<file path="src/rtl/core/stbs_pkg.sv">
// Shared types and constants for the sorted table binary search block.
package stbs_pkg;

  localparam int unsigned TABLE_DEPTH_DEF = 128;
  localparam int unsigned KEY_W = 32;
  localparam int unsigned IDX_W = 7;
  localparam int unsigned CNT_W = 8;

  localparam logic REQ_WRITE  = 1'b0;
  localparam logic REQ_SEARCH = 1'b1;

  localparam logic [KEY_W-1:0] NOT_FOUND = {KEY_W{1'b1}};

  // controller to datapath
  typedef struct packed {
    logic wr;        // store a table entry
    logic load;      // start a search
    logic step;      // evaluate one probe
    logic out_load;  // capture the result
  } dp_cmd_t;

  // datapath to controller
  typedef struct packed {
    logic empty;     // search range is empty at start
    logic done;      // current probe ends the search
  } dp_sts_t;

endpackage

</file>
<file path="src/rtl/core/stbs_ctrl.sv">
// Controller state machine for the sorted table binary search block.
module stbs_ctrl (
  input  logic            clk,
  input  logic            rst_n,
  input  logic            in_valid,
  output logic            in_ready,
  input  logic            in_req_type,
  output logic            out_valid,
  input  logic            out_ready,
  input  stbs_pkg::dp_sts_t sts,
  output stbs_pkg::dp_cmd_t cmd
);
  import stbs_pkg::*;

  typedef enum logic [2:0] {
    ST_IDLE   = 3'b001,
    ST_SEARCH = 3'b010,
    ST_FINISH = 3'b100
  } state_t;

  state_t state_r, state_nxt;
  logic   out_valid_r, out_valid_nxt;
  logic   slot_free;

  assign slot_free = !out_valid_r || out_ready;
  assign in_ready  = (state_r == ST_IDLE);
  assign out_valid = out_valid_r;

  always_comb begin
    state_nxt = state_r;
    cmd       = '0;
    case (state_r)
      ST_IDLE: begin
        if (in_valid) begin
          if (in_req_type == REQ_SEARCH) begin
            cmd.load  = 1'b1;
            state_nxt = sts.empty ? ST_FINISH : ST_SEARCH;
          end else begin
            cmd.wr = 1'b1;
          end
        end
      end
      ST_SEARCH: begin
        cmd.step = 1'b1;
        if (sts.done) begin
          state_nxt = ST_FINISH;
        end
      end
      ST_FINISH: begin
        // hold until the output register can take the result
        if (slot_free) begin
          cmd.out_load = 1'b1;
          state_nxt    = ST_IDLE;
        end
      end
      default: begin
        state_nxt = ST_IDLE;
      end
    endcase
  end

  always_comb begin
    out_valid_nxt = out_valid_r;
    if (out_valid_r && out_ready) begin
      out_valid_nxt = 1'b0;
    end
    if (cmd.out_load) begin
      out_valid_nxt = 1'b1;
    end
  end

  always_ff @(posedge clk) begin
    if (!rst_n) begin
      state_r     <= ST_IDLE;
      out_valid_r <= 1'b0;
    end else begin
      state_r     <= state_nxt;
      out_valid_r <= out_valid_nxt;
    end
  end

endmodule

</file>
<file path="config.mk">
export PLATFORM = sky130hd
export DESIGN_NAME = stbs_ctrl
export DESIGN_NICKNAME = d
export VERILOG_FILES = /design/src/rtl/core/stbs_pkg.sv /design/src/rtl/core/stbs_ctrl.sv
export SDC_FILE = /design/constraint.sdc
export NUM_CORES = 1
export LEC_CHECK = 0
export ABC_AREA = 1
export BUFFER_PORTS_ARGS = -buffer_cell sky130_fd_sc_hd__buf_4
export CAP_MARGIN = 20
export CORE_AREA = 2 2 39 41
export DETAILED_ROUTE_END_ITERATION = 7
export DIE_AREA = 0 0 41 43
export PLACE_DENSITY = 0.43
export SYNTH_ARGS = -nofsm -noshare
export SYNTH_HDL_FRONTEND = slang
export SYNTH_SLANG_ARGS = --single-unit
</file>
<file path="constraint.sdc">
create_clock -name clk -period 1.25 [get_ports clk]
set_input_delay 0.0625 -clock clk [delete_from_list [all_inputs] [get_ports clk]]
set_output_delay 0.0625 -clock clk [all_outputs]
set_load 0.1 [all_outputs]
</file>
==> Word-level counts from Yosys, hierarchy flattened <==
Index checks and enable logic that the tools add are counted.
{ "word_totals": {"mem_count": 0, "latch_bits": 0, "inputBits": 7, "ram_bits": 0, "register_bits": 4, "mem_bits_ro": 0, "out_inout_bits": 6, "elab_cells": 29} }
{ "classes": {"shift": 0, "multipliers": 0, "mux": 15, "n_eq_ne": 7, "div": 0, "n_bitwise": 0, "reduce_logical": 5, "addsub": 0, "n_lt_le_gt_ge": 0} }
{ "op_table": {"columns": ["op", "n"], "rows": [
  ["3-bit 2-to-1 mux", 5],
  ["3-bit case mux with 3 select lines", 1],
  ["1-bit 2-to-1 mux", 7],
  ["2-bit inequality test, second input constant", 3],
  ["2-bit 2-to-1 mux", 2],
  ["4-bit AND reduction", 1],
  ["3-bit by 1-bit == test with 1-bit output, second input constant", 1],
  ["3-bit by 2-bit == test with 1-bit output, second input constant", 1],
  ["3-bit == test, second input constant", 1],
  ["2-bit by 1-bit inequality test with 1-bit output, second input constant", 1],
  ["2-bit nonzero test", 1],
  ["1-bit logical AND", 1],
  ["1-bit logical NOT", 1],
  ["1-bit logical OR", 1]
]} }

==> Longest topological paths before layout <==
{ "logic_depth": {"word_depth": 5, "mapped_depth": 8, "ltp_nobuf": 8} }

==> Worst setup path after synthesis <==
No wires, ideal clock.
{ "synth_path": {"path_type": "reg-to-output", "from": "register state_r[2]", "to": "output cmd[3] (netlist name)", "t_arrival_ps": 2540, "slack_ps": -1353, "path_stages_with_launch": 6, "path_cell_list": "dfxtp_1 > inv_2 > nand3_1 > inv_1 > nand2_1 > nor2_1"} }
{ "synth_rtl": {"columns": ["element", "line", "rtl"], "rows": [
  ["from (decl)", "stbs_ctrl.sv:21", "state_t state_r, state_nxt;"],
  ["from (signal assigned)", "stbs_ctrl.sv:77", "state_r <= state_nxt;"],
  ["to (decl)", "stbs_ctrl.sv:11", "output stbs_pkg::dp_cmd_t cmd"]
]} }

==> flow_summary.json <==
{
  "syn_area_per_cell_um2": 5.97,
  "crit_required_ns": 1.19,
  "yosysWarnings": 0,
  "grt_pass1_vias": 250,
  "syn_inst": 44,
  "crit_type": "register to output port",
  "r2r_slack_ns": 0.10,
  "ys_seq_area_share_pct": 30.5,
  "wirelength_um": 642,
  "synth_area_um2": 263,
  "r2r_end": "state_r[2]",
  "ys_ff_latch": 4,
  "hpwlAfterDp_um": 499,
  "vias_per_cell": 3.91,
  "holdWs_ns": 0.0765,
  "die_w_um": 41,
  "crit-reg2reg-launch": "state_r[1]",
  "placementRows": 14,
  "grt_max_degree": 5,
  "die_area_mm2": 0.00176,
  "worst_pin_slew_ns": 0.279,
  "status": "finished with violations",
  "drv_cap": 0,
  "track_usage_pct": 9.03,
  "gr-total-overflow": 0,
  "ys_top_cells_by_area": "dfxtp_1 30%, inv_1 14%, nand2_1 13%, nand3_1 11%, nor2_1 8.6%",
  "synth_top_area_share_pct": 30.5,
  "r2r_cells": 9,
  "io_buffers": 12,
  "clock.fmax_mhz": 800,
  "violations": "negative setup slack",
  "setup_viol": 1,
  "dieHeight_um": 43,
  "rsz0062_at_grt": "yes",
  "root_buffer": "clkbuf_4",
  "gp_congestion": 0.720,
  "min_from": "rst_n",
  "htreeDepth": 1,
  "syn_nets": 51,
  "initial_core_util_pct": 19.0,
  "post-route-util_pct": 36.6,
  "place_inst": 71,
  "drc": 0,
  "final_area_um2": 507,
  "worstPathMaxFanout": 4,
  "core_area_mm2": 0.00138,
  "crit_arrival_ns": 1.19,
  "cp-end-kind": "output port",
  "whs_endpoint": "state_r[0]",
  "ant_nets": 0,
  "critPathLaunchType": "register",
  "areaGrowthSynthToFinish_pct": 92.9,
  "clkTransAtPathRegs_ns": 0.04,
  "period_minus_slack_ns": 1.25,
  "synth_area_leader_cell": "dfxtp_1",
  "hold_violations": 0,
  "cts_tree": "done",
  "layout_setup_ws_ns": -0.000683,
  "drive_gt1_share_pct": 58.5,
  "grt_antenna_before_repair": 0,
  "numCtsBuffers": 3,
  "timing.final.crit_share_pct": 100,
  "vias": 317,
  "wl_per_cell_um": 7.93,
  "placed_area_um2": 397,
  "grt_pass1_wl_um": 972,
  "cts_sinks": 4,
  "antenna_cells": 0,
  "first_pass_iters": 2,
  "fin_skew_ns": 0.000275,
  "hold_depth": 2,
  "slew_violations": 0,
  "fin_nets": 74,
  "cts.hold.buffers_added": 0,
  "yosys.cell_types.count": 12,
  "hold_class": "input port to register",
  "ios": 13,
  "n_fill_cell": 146,
  "clk-insertion-delay-late_ns": 0.23,
  "drt-initial-drc-count": 3,
  "clock_path_buffers": 2,
  "final_cells": 81,
  "relSlewSlack_pct": 81.6
}
[cell usage after synthesis]
cell type and count:
nor2_2 3, a21oi_1 1, nand4_1 1, o21a_1 1
nand3_1 6, nand2_1 9, inv_2 1, dfxtp_1 4
inv_1 10, buf_4 1, nand3_2 1, nor2_1 6
[layout by cell type (no fill, tap or decap)]
cell type,instances
dfxtp_1,1
inv_2,2
nor2_1,2
nand2_1,8
inv_1,8
nor2_4,1
nand3_4,1
buf_12,2
nand2_2,1
clkbuf_4,3
dfxtp_2,3
buf_6,1
nor2_2,6
nand3_1,5
nand4_1,1
nand3_2,1
clkinvlp_4,1
a21oi_1,1
buf_4,16
o21a_1,1
[critical path: stages (launching register included)]
cell        delay, ns
dfxtp_1          0.33
inv_2            0.09
nand3_4          0.10
clkinvlp_4       0.10
nand2_2          0.06
nor2_4           0.10
buf_12           0.18
[sequential cells by signal (all words and copies together) (netlist names)]
name and cells:
state_r 3, out_valid 1
[layer usage]
| metal | GRT usage [%] | wire length (um) | vias to the layer above |
|---|---|---|---|
| met1 | 9.29 | 257 | 135 |
| met2 | 12.2 | 333 | 9 |
| li1 | - | - | 173 |
| met4 | 6.00 | 0 | 0 |
| met3 | 6.81 | 51 | 0 |
| met5 | 0 | 0 | - |
[kinds of logic after synthesis]
family / after synthesis / share of synthesized area [%]
DFF: 4 / 30.5
and+or+nand+nor: 26 / 46.2
AOI/OAI and AO/OA: 2 / 4.76
buffers and inverters: 12 / 18.6
[repair_timing]
| item | 4_1_cts | 5_1_grt |
|---|---|---|
| gates resized for setup | 5 | 5 |
| setup endpoints to repair | 2 | 4 |
| buffers inserted | 5 | 2 |
| pin swaps | 1 | 1 |
[area by class of cell]
type                    count  area [um^2]  share of cell area [%]
repair buffers             19          171                    33.8
multi-input cells          28          164                    32.3
flip-flops and latches      4         83.8                    16.5
inverters                  11         45.0                    8.89
clock buffers               3         22.5                    4.44
well taps                  16         20.0                    3.95
[stage by stage]
| stage | setup TNS [ns] | setup WS, ns |
|---|---|---|
| floorplan | -0.689 | -0.292 |
| global placement | 0 | 0.133 |
| detailed placement | 0 | 0.136 |
| CTS | 0 | 0.00644 |
| global route | -0.0690 | -0.0626 |
| finish | -0.000683 | -0.000683 |
[worst max-delay path by stage]
stage,startpoint,to
final,state_r[1],cmd[3]
after CTS,state_r[0],cmd[0]
after detailed placement,state_r[2],cmd[3]
after global placement,state_r[2],cmd[3]
after global routing,state_r[1],cmd[3]
after floorplan,state_r[2],cmd[3]
Power is not shown: default switching activity piles up to over one toggle a cycle in this logic, so the estimate is an artifact.
